===== src/lpc_pkg.sv =====
package lpc_pkg;

    // mode register codes
    localparam logic [1:0] MODE_OFF  = 2'd0;
    localparam logic [1:0] MODE_ON   = 2'd1;
    localparam logic [1:0] MODE_AUTO = 2'd2;

    // mode machine state codes
    localparam logic [2:0] ST_INIT     = 3'd0;
    localparam logic [2:0] ST_MAN_ON   = 3'd1;
    localparam logic [2:0] ST_MAN_OFF  = 3'd2;
    localparam logic [2:0] ST_READY    = 3'd3;
    localparam logic [2:0] ST_HOLD     = 3'd4;
    localparam logic [2:0] ST_HOLD_CLR = 3'd5;

    // configuration register indexes
    localparam logic REG_MODE      = 1'b0;
    localparam logic REG_HOLD_TIME = 1'b1;

    localparam logic [1:0]  MODE_RESET      = MODE_OFF;
    localparam logic [15:0] HOLD_TIME_RESET = 16'd1000;

    // setting units to ticks: times 100, divided by 128
    localparam int          HoldShift = 7;
    localparam logic [22:0] HOLD_MUL  = 23'd100;

    typedef struct packed {
        logic        out_disable;
        logic        dut_active;
        logic        led_on;
        logic        oc_clear;
        logic        sel_alert;
        logic [15:0] event_count;
        logic [2:0]  mode_state;
    } t_result;

    function automatic logic [15:0] hold_ticks(input logic [15:0] hold_time);
        logic [22:0] prod;
        prod = {7'd0, hold_time} * HOLD_MUL;
        return prod[22:HoldShift];
    endfunction

endpackage


===== src/lpc_in_if.sv =====
interface lpc_in_if;
    logic valid;
    logic ready;
    logic sel_event;
    logic clear_count;

    modport source (output valid, output sel_event, output clear_count, input ready);
    modport sink (input valid, input sel_event, input clear_count, output ready);
endinterface


===== src/lpc_out_if.sv =====
interface lpc_out_if;
    logic        valid;
    logic        ready;
    logic        out_disable;
    logic        dut_active;
    logic        led_on;
    logic        oc_clear;
    logic        sel_alert;
    logic [15:0] event_count;
    logic [2:0]  mode_state;

    modport source (
        output valid, output out_disable, output dut_active, output led_on,
        output oc_clear, output sel_alert, output event_count, output mode_state,
        input ready
    );
    modport sink (
        input valid, input out_disable, input dut_active, input led_on,
        input oc_clear, input sel_alert, input event_count, input mode_state,
        output ready
    );
endinterface


===== src/lpc_core.sv =====
module lpc_core (
    input  logic            i_clk,
    input  logic            i_rst_n,
    input  logic            i_accept,
    input  logic            i_sel_event,
    input  logic            i_clear_count,
    input  logic [1:0]      i_mode,
    input  logic [15:0]     i_hold_ticks,
    output lpc_pkg::t_result o_result
);
    import lpc_pkg::*;

    logic [2:0]  r_state,   n_state;
    logic [15:0] r_tick;
    logic [15:0] r_stamp,   n_stamp;
    logic [15:0] r_events,  n_events;
    logic        r_pending, n_pending;
    logic        r_hexp,    n_hexp;
    logic        r_running, n_running;
    logic        r_led,     n_led;

    logic        ev_acc;
    logic [15:0] cnt_clr;
    logic        pend_ev, hexp_ev, run_ev, led_ev;
    logic [15:0] elapsed;
    logic        expire;

    always_comb begin
        ev_acc  = i_sel_event && (i_mode == MODE_AUTO);
        cnt_clr = i_clear_count ? 16'd0 : r_events;
        n_events = ev_acc ? cnt_clr + 16'd1 : cnt_clr;
        n_stamp  = ev_acc ? r_tick : r_stamp;
        pend_ev  = r_pending | ev_acc;
        led_ev   = r_led | ev_acc;
        run_ev   = r_running | ev_acc;

        // wrapping 16-bit elapsed time since the stamp
        elapsed   = r_tick - n_stamp;
        expire    = run_ev && (elapsed >= i_hold_ticks);
        n_running = run_ev & ~expire;
        n_led     = led_ev & ~expire;
        hexp_ev   = r_hexp | expire;

        n_pending = pend_ev;
        n_hexp    = hexp_ev;
        n_state   = r_state;
        if (i_mode == MODE_ON) begin
            n_state = ST_MAN_ON;
        end
        if (i_mode == MODE_OFF) begin
            n_state = ST_MAN_OFF;
        end
        case (r_state)
            ST_READY: begin
                if (pend_ev) begin
                    n_pending = 1'b0;
                    n_state   = ST_HOLD;
                end
            end
            ST_HOLD: begin
                n_state = ST_HOLD_CLR;
            end
            ST_HOLD_CLR: begin
                if (hexp_ev) begin
                    n_hexp  = 1'b0;
                    n_state = ST_READY;
                end
            end
            default: begin
                if (i_mode == MODE_AUTO) begin
                    n_state = ST_READY;
                end
            end
        endcase

        o_result.out_disable = (n_state == ST_MAN_OFF);
        o_result.dut_active  = (n_state == ST_MAN_OFF) || (n_state == ST_READY);
        o_result.led_on      = n_led;
        o_result.oc_clear    = (n_state == ST_HOLD);
        o_result.sel_alert   = ev_acc;
        o_result.event_count = n_events;
        o_result.mode_state  = n_state;
    end

    always_ff @(posedge i_clk) begin
        if (!i_rst_n) begin
            r_state   <= ST_INIT;
            r_tick    <= 16'd0;
            r_stamp   <= 16'd0;
            r_events  <= 16'd0;
            r_pending <= 1'b0;
            r_hexp    <= 1'b0;
            r_running <= 1'b0;
            r_led     <= 1'b0;
        end else if (i_accept) begin
            r_state   <= n_state;
            r_tick    <= r_tick + 16'd1;
            r_stamp   <= n_stamp;
            r_events  <= n_events;
            r_pending <= n_pending;
            r_hexp    <= n_hexp;
            r_running <= n_running;
            r_led     <= n_led;
        end
    end

endmodule


===== src/lpc_out_stage.sv =====
module lpc_out_stage (
    input  logic             i_clk,
    input  logic             i_rst_n,
    input  logic             i_load,
    input  lpc_pkg::t_result i_result,
    input  logic             i_out_ready,
    output logic             o_in_ready,
    output logic             o_valid,
    output lpc_pkg::t_result o_result
);
    import lpc_pkg::*;

    logic    r_valid;
    t_result r_data;

    // a new result may enter when the stage is empty or being drained
    assign o_in_ready = ~r_valid | i_out_ready;
    assign o_valid    = r_valid;
    assign o_result   = r_data;

    always_ff @(posedge i_clk) begin
        if (!i_rst_n) begin
            r_valid <= 1'b0;
        end else if (o_in_ready) begin
            r_valid <= i_load;
        end
    end

    always_ff @(posedge i_clk) begin
        if (i_load) begin
            r_data <= i_result;
        end
    end

endmodule


===== src/latchup_protection_controller_top.sv =====
// the result appears on the output channel in the cycle after the input transfer
// throughput: one tick item per cycle while the sink is ready, set by the single result register
// the next item is taken while a result waits if the sink takes it in that cycle
// reset (synchronous, active low): mode machine to init, counters, stamp and flags
// cleared, mode register to forced off, hold time to 1000, output channel empty
module latchup_protection_controller_top (
    input  logic          i_clk,
    input  logic          i_rst_n,
    input  logic          i_cfg_we,
    input  logic          i_cfg_idx,
    input  logic [15:0]   i_cfg_data,
    lpc_in_if.sink        i_in,
    lpc_out_if.source     o_out
);
    import lpc_pkg::*;

    // configuration registers
    logic [1:0]  r_mode;
    logic [15:0] r_hold_ticks;

    logic    in_accept;
    logic    stage_ready;
    t_result step_result;
    t_result out_result;

    // hold time is kept already scaled to ticks, so the step only compares
    always_ff @(posedge i_clk) begin
        if (!i_rst_n) begin
            r_mode       <= MODE_RESET;
            r_hold_ticks <= hold_ticks(HOLD_TIME_RESET);
        end else if (i_cfg_we) begin
            case (i_cfg_idx)
                REG_MODE:      r_mode       <= i_cfg_data[1:0];
                REG_HOLD_TIME: r_hold_ticks <= hold_ticks(i_cfg_data);
                default:       r_mode       <= r_mode;
            endcase
        end
    end

    // a tick transfer is taken whenever the result register can take its result
    assign i_in.ready = stage_ready;
    assign in_accept  = i_in.valid & stage_ready;

    // the whole tick step: count clear, event capture, timer expiry, mode machine
    lpc_core u_core (
        .i_clk         (i_clk),
        .i_rst_n       (i_rst_n),
        .i_accept      (in_accept),
        .i_sel_event   (i_in.sel_event),
        .i_clear_count (i_in.clear_count),
        .i_mode        (r_mode),
        .i_hold_ticks  (r_hold_ticks),
        .o_result      (step_result)
    );

    // result register between the step logic and the output channel
    lpc_out_stage u_out (
        .i_clk       (i_clk),
        .i_rst_n     (i_rst_n),
        .i_load      (in_accept),
        .i_result    (step_result),
        .i_out_ready (o_out.ready),
        .o_in_ready  (stage_ready),
        .o_valid     (o_out.valid),
        .o_result    (out_result)
    );

    assign o_out.out_disable = out_result.out_disable;
    assign o_out.dut_active  = out_result.dut_active;
    assign o_out.led_on      = out_result.led_on;
    assign o_out.oc_clear    = out_result.oc_clear;
    assign o_out.sel_alert   = out_result.sel_alert;
    assign o_out.event_count = out_result.event_count;
    assign o_out.mode_state  = out_result.mode_state;

endmodule

===== src/flat_wrapper.sv =====
// flat-port wrapper written by rule: the top's interface ports become plain ports
module latchup_protection_controller_top_flat import lpc_pkg::*;
  (i_clk, i_rst_n, i_cfg_we, i_cfg_idx, i_cfg_data, i_in_valid, i_in_sel_event, i_in_clear_count, i_in_ready, o_out_valid, o_out_out_disable, o_out_dut_active, o_out_led_on, o_out_oc_clear, o_out_sel_alert, o_out_event_count, o_out_mode_state, o_out_ready);
  lpc_in_if i_in_i ();
  lpc_out_if o_out_i ();
  input  logic i_clk;
  input  logic i_rst_n;
  input  logic i_cfg_we;
  input  logic i_cfg_idx;
  input  logic [15:0] i_cfg_data;
  input wire logic [$bits(i_in_i.valid)-1:0] i_in_valid;
  input wire logic [$bits(i_in_i.sel_event)-1:0] i_in_sel_event;
  input wire logic [$bits(i_in_i.clear_count)-1:0] i_in_clear_count;
  output wire logic [$bits(i_in_i.ready)-1:0] i_in_ready;
  output wire logic [$bits(o_out_i.valid)-1:0] o_out_valid;
  output wire logic [$bits(o_out_i.out_disable)-1:0] o_out_out_disable;
  output wire logic [$bits(o_out_i.dut_active)-1:0] o_out_dut_active;
  output wire logic [$bits(o_out_i.led_on)-1:0] o_out_led_on;
  output wire logic [$bits(o_out_i.oc_clear)-1:0] o_out_oc_clear;
  output wire logic [$bits(o_out_i.sel_alert)-1:0] o_out_sel_alert;
  output wire logic [$bits(o_out_i.event_count)-1:0] o_out_event_count;
  output wire logic [$bits(o_out_i.mode_state)-1:0] o_out_mode_state;
  input wire logic [$bits(o_out_i.ready)-1:0] o_out_ready;
  assign i_in_i.valid = i_in_valid;
  assign i_in_i.sel_event = i_in_sel_event;
  assign i_in_i.clear_count = i_in_clear_count;
  assign i_in_ready = i_in_i.ready;
  assign o_out_valid = o_out_i.valid;
  assign o_out_out_disable = o_out_i.out_disable;
  assign o_out_dut_active = o_out_i.dut_active;
  assign o_out_led_on = o_out_i.led_on;
  assign o_out_oc_clear = o_out_i.oc_clear;
  assign o_out_sel_alert = o_out_i.sel_alert;
  assign o_out_event_count = o_out_i.event_count;
  assign o_out_mode_state = o_out_i.mode_state;
  assign o_out_i.ready = o_out_ready;
  latchup_protection_controller_top u_core (.i_clk(i_clk), .i_rst_n(i_rst_n), .i_cfg_we(i_cfg_we), .i_cfg_idx(i_cfg_idx), .i_cfg_data(i_cfg_data), .i_in(i_in_i), .o_out(o_out_i));
endmodule

===== config.mk =====
export PLATFORM = sky130hd
export DESIGN_NAME = latchup_protection_controller_top_flat
export DESIGN_NICKNAME = d
export VERILOG_FILES = /design/src/lpc_pkg.sv /design/src/lpc_in_if.sv /design/src/lpc_out_if.sv /design/src/lpc_core.sv /design/src/lpc_out_stage.sv /design/src/latchup_protection_controller_top.sv /design/src/flat_wrapper.sv
export SDC_FILE = /design/constraint.sdc
export NUM_CORES = 1
export LEC_CHECK = 0
export ABC_AREA = 1
export BUFFER_PORTS_ARGS = -buffer_cell sky130_fd_sc_hd__buf_2
export CORE_UTILIZATION = 40
export CTS_CLUSTER_DIAMETER = 80
export CTS_CLUSTER_SIZE = 30
export DETAILED_ROUTE_END_ITERATION = 7
export PLACE_DENSITY = 0.63
export SETUP_SLACK_MARGIN = 0.2
export SYNTH_ARGS = -nofsm -noshare
export SYNTH_HDL_FRONTEND = slang
export SYNTH_HIERARCHICAL = 1
export SYNTH_SLANG_ARGS = --single-unit

===== constraint.sdc =====
create_clock -name i_clk -period 10.7 [get_ports i_clk]
set_input_delay 1.07 -clock i_clk [delete_from_list [all_inputs] [get_ports i_clk]]
set_output_delay 1.07 -clock i_clk [all_outputs]
set_load 0.02 [all_outputs]

* Word level (Yosys, flattened, before mapping)
Cells that the tools add are included.
Widths: inputs -> output; s select.
** Operators by class
- $mul :: 1
- Bitwise operators :: 11
- Reduce and logical (&&, ||, !) cells :: 6
- Add/sub/neg operators :: 3
- Multiplexer cells :: 11
- Eq/ne operators :: 8
- Magnitude comparators :: 1
** Operators with widths (number)
- $mux 16 :: 3
- $add 16x1->16 const B :: 2
- $mul 16x5->21 const B :: 1
- $ge 16x16->1 :: 1
- $sub 16x16->16 :: 1
- $mux 3 :: 5
- $eq 3x2->1 const B :: 3
- $eq 3x3->1 const B :: 3
- $pmux 3 s3 :: 1
- $or 1x1->1 :: 5
- $reduce_and 2->1 :: 2
- $and 1x1->1 :: 3
- $not 1->1 :: 3
- $eq 2x1->1 const B :: 1
- $eq 2x2->1 const B :: 1
- $logic_and 1x1->1 :: 2
- $logic_not 2->1 :: 1
- $mux 1 :: 2
- $logic_or 1x1->1 :: 1
** Storage, ports and cells
- Output and inout bits :: 26
- Register bits after elaboration :: 98

* Depth between registers and ports, before layout
- Depth after elaboration :: 11
- Mapped depth :: 31

* Modules after synthesis
The synthesis kept the hierarchy.
** By module, submodules not included
- lpc_core :: area an instance 4255.3 um^2, times used 1, seq. area each 1101.1 um^2, cells each 648
- latchup_protection_controller_top :: area an instance 2333.5 um^2, times used 1, seq. area each 360.3 um^2, cells each 334
- lpc_out_stage :: area an instance 767.0 um^2, times used 1, seq. area each 740.7 um^2, cells each 30

* Worst setup path before layout
Ideal clock, no wire load.
- Kind :: input -> register
- Start :: in i_in_sel_event
- End :: reg u_core.u_out.r_data (netlist bit u_core/u_out/o_result[23]) (data pin)
- Cell stages on the path :: 25
- Arrival :: 4.364 ns
- Slack :: 6.085 ns
- Path buffers :: 3
- Path through :: nand2_4 > buf_6 > buf_2 > clkbuf_1 > o21ai_0 > ha_1 > a21oi_1 > o21a_1 > nor2_1 > a2111oi_0 > nand2_1 > nand2_1 > nand2_1 > ha_1 > nand2_1 > nor4_1 > nand2_1 > nand2_1 > nand2_1 > nand2_1 > nand2_1 > nand2_1 > nand2_1 > inv_1 > nor2_1
** RTL lines
- start, declared :: line flat_wrapper.sv:12 : input wire logic [$bits(i_in_i.sel_event)-1:0] i_in_sel_event;
- end signal, assigned :: line lpc_out_stage.sv:31 : r_data <= i_result;
- end, declared :: line lpc_out_stage.sv:14 : t_result r_data;

==> flow_metrics.py <==
metrics = {
    "global_routing": {
        "grt_pass1_vias": 5858,
        "grt_max_degree": 51,
        "antenna_found_initial": 0,
        "gr-total-overflow": 0,
        "grt_first_pass_wirelength_um": 26400,
        "grt_usage_pct": 17.5,
    },
    "sta": {
        "tightest_slew_ps": 923,
        "slew_headroom_pct": 38.4,
        "fmax_ghz": 0.223,
        "timing.hold.ws_ps": 456,
        "final_max_slew_viol_count": 0,
        "min_period_ps": 4490,
        "setup_slack_ps": 6210,
        "rsz0062_at_grt": "false",
        "post-route-period-util_pct": 41.9,
        "finalSetupTns_ps": 0,
        "setup_violations": 0,
        "finalHoldViolCount": 0,
        "finClkSkew_ps": 6.23,
    },
    "floorplan": {
        "die_x_um": 138,
        "core_mm2": 0.0180,
        "die_y_um": 138,
        "dieArea_mm2": 0.0189,
        "io_pins": 50,
        "rows": 49,
        "start_util_pct": 40.9,
    },
    "synthesis": {
        "synth_seq_area_share_pct": 29.9,
        "netlist_area_mm2": 0.00736,
        "synth-seq-cells": 98,
        "syn_nets": 1127,
        "avgSynthCellArea_um2": 7.27,
        "synthCells": 1012,
        "ys_warn_count": 6,
        "synth.distinct_cells": 51,
    },
    "cells_and_area": {
        "most-common-layout-cells": "nand2_1 (192), inv_1 (184), nor2_1 (99), ha_1 (80), dfxtp_1 (74)",
        "layout_commonest_cell": "nand2_1",
        "drive_above_1_share_pct": 11.1,
        "fin_cells": 1286,
        "area_delta_synth_final_pct": 9.75,
        "diodes": 0,
        "nets": 1167,
    },
    "worst_setup_path": {
        "r2r_setup_slack_ps": 6410,
        "r2r_start": "u_core/r_mode[1]",
        "crit_path_end_kind": "flop",
        "worstSetupPathType": "in -> reg",
        "crit_slowest_cell": "a2111oi_0",
        "cpPeakStageDelay_ps": 490,
        "start_kind": "input port",
        "worstPathMaxFanout": 35,
        "rr_worst_depth": 25,
        "cp_cell_sequence": "buf_2 -> nand2_4 -> o21ai_0 -> ha_1 -> a21oi_1 -> o21a_1 -> nor2_1 -> a2111oi_0 -> nand2_1 -> nand2_1 -> nand2_1 -> ha_1 -> nand2_1 -> nor4_1 -> nand2_1 -> nand2_1 -> nand2_1 -> nand2_1 -> nand2_1 -> nand2_1 -> nand2_1 -> inv_1 -> nor2_1",
        "worstPathBufferInverterCount": 2,
        "crit_path_frequent_cell": "nand2_1",
        "crit_family": "simple AND/OR/NAND/NOR gates",
        "cp_data_arrival_time_ps": 4600,
        "worstReg2RegEnd": "u_core/u_out/o_result[23]",
        "required_ps": 10820,
    },
    "routing": {
        "dr.pass1.iters": 4,
        "wl_per_cell_um": 11.9,
        "vias": 6203,
        "drtAntennaViolNets": 0,
        "postRouteWirelength_um": 15300,
        "drc": 0,
        "vias_per_cell": 4.82,
        "dr.first_iter.drc_count": 324,
    },
    "placement": {
        "io_buffers": 49,
        "post-place-cells": 1270,
        "gp_congestion": 0.807,
        "preCtsSetupSlack_ps": 5890,
        "dp_hpwl_um": 11900,
    },
    "outcome": {
        "status": "finished, final reports clean",
    },
    "pwr": {
        "clock_power_share_pct": 29.2,
        "comb_power_share_pct": 33.5,
        "p_int_uw": 723,
        "seqPwrFrac_pct": 37.3,
        "vdd_drop_max_uv": 114,
        "switching_power_uw": 386,
        "p_sw_share_pct": 34.8,
        "power.leakage_nw": 4.21,
        "powerDensity_mw_per_mm2": 137,
        "power.total_mw": 1.11,
    },
    "hold_path": {
        "min_to": "u_core/u_core/r_stamp[9]",
        "min_path_cells": 2,
        "worstHoldStart": "u_core/u_core/r_stamp[9]",
        "hold_path_class": "reg -> reg",
    },
    "clock_network": {
        "clk_path_buf_depth": 2,
        "clock_sinks": 98,
        "numCtsBuffers": 9,
        "hold_buffers": 0,
        "path_clk_slew_ps": 70,
        "cts.repair.resized": 0,
        "clk_latency_ps": 350,
        "post_cts_buffers": 0,
        "cts_tree": "yes",
        "cts_root_buf": "clkbuf_16",
        "htree_levels": 3,
    },
    "run": {
        "cap_violations": 0,
    },
}
-- Yosys cell counts (all sizes together) --
| cell | instances | area [µm²] |
|---|---|---|
| a2111oi | 1 | 8.76 |
| a211oi | 2 | 15.0 |
| a21o | 4 | 30.0 |
| a21oi | 76 | 392 |
| a221oi | 3 | 26.3 |
| a31oi | 1 | 6.26 |
| and2 | 1 | 6.26 |
| and3 | 1 | 6.26 |
| buf | 12 | 92.6 |
| clkbuf | 11 | 41.3 |
| dfxtp | 74 | 1480 |
| edfxtp | 24 | 721 |
| fa | 11 | 220 |
| ha | 80 | 1000 |
| inv | 192 | 723 |
| nand2 | 207 | 843 |
| nand3 | 57 | 330 |
| nand3b | 1 | 7.51 |
| nand4 | 8 | 50.1 |
| nor2 | 109 | 478 |
| nor3 | 19 | 111 |
| nor3b | 3 | 27.5 |
| nor4 | 4 | 31.3 |
| o211ai | 2 | 15.0 |
| o21a | 4 | 30.0 |
| o21ai | 71 | 367 |
| o21bai | 5 | 37.5 |
| or2 | 2 | 12.5 |
| xnor2 | 8 | 70.1 |
| xor2 | 19 | 174 |
-- cell families after synthesis --
logic type	share of synthesized area [%]
buf+inv	11.7
fa+ha+maj	16.6
simple gates	25.9
xor+xnor	3.32
flops	29.9
compound gates	12.6
-- worst max path at each step --
stage / start / to / slack, ps / cells after the start
floorplan: i_in_sel_event / u_core/u_out/o_result[23] / 6080 / 25
global placement: i_in_sel_event / u_core/u_out/o_result[23] / 5930 / 23
detailed placement: i_in_sel_event / u_core/u_out/o_result[23] / 5890 / 23
CTS: i_in_sel_event / u_core/u_out/o_result[23] / 6260 / 23
global route: i_in_sel_event / u_core/u_out/o_result[23] / 5790 / 23
finish: i_in_sel_event / u_core/u_out/o_result[23] / 6210 / 23
-- state kept, by name (all words and copies together) (netlist names) --
register and flops:
u_core/r_mode 2, u_core/u_core/r_pending 1, u_core/u_out/o_result 24, u_core/u_core/r_hexp 1, u_core/u_out/o_valid 1, u_core/r_hold_ticks 16
u_core/u_core/r_running 1, u_core/u_core/r_tick 16, u_core/u_core/r_led 1, u_core/u_core/r_state 3, u_core/u_core/r_stamp 16, u_core/u_core/r_events 16
-- final cells by class --
| cell class | count | area (µm²) |
|---|---|---|
| Clock inverter | 6 | 67.6 |
| Timing Repair Buffer | 52 | 268 |
| Tap cell | 229 | 287 |
| Clock buffer | 10 | 229 |
| Inverter | 192 | 723 |
| Fill cell | 1883 | 9890 |
| Multi-Input combinational cell | 699 | 4300 |
| Sequential cell | 98 | 2200 |
-- power by group through the flow --
stage | Clock [mW] | Sequential, mW | Combinational, mW
6_report | 0.324 | 0.414 | 0.371
5_1_grt | 0.349 | 0.417 | 0.434
4_1_cts | 0.335 | 0.414 | 0.374
3_5_place_dp | 0 | 0.422 | 0.372
3_3_place_gp | 0 | 0.422 | 0.367
2_1_floorplan | 0 | 0.430 | 0.282
-- through the flow --
| stage | area (µm²) | util, % |
|---|---|---|
| floorplan | 7360 | - |
| global placement | 7780 | 43.3 |
| detailed placement | 7780 | 43.3 |
| CTS | 8070 | 44.9 |
| global route | 8070 | 44.9 |
| finish | 8070 | 44.9 |
-- layer usage --
metal	wire (µm)	global-route usage, %	up-vias
li1	-	-	3331
met1	7790	23.1	2778
met2	6830	28.8	81
met3	513	3.61	13
met4	172	4.40	0
met5	0	0	-
-- worst register-to-register path, cell delays in order (launching register included) --
cell and delay (ps):
dfxtp_1 410, inv_2 80, nor2_4 140, nand2_4 250, nand2_1 150, o21ai_0 90, ha_1 350, a21oi_1 300
o21a_1 200, nor2_1 50, a2111oi_0 490, nand2_1 110, nand2_1 80, nand2_1 50, ha_1 280, nand2_1 70
nor4_1 270, nand2_1 90, nand2_1 100, nand2_1 100, nand2_1 70, nand2_1 80, nand2_1 70, nand2_1 60
inv_1 70, nor2_1 40
Note: power is estimated with default switching activity, not from simulation.
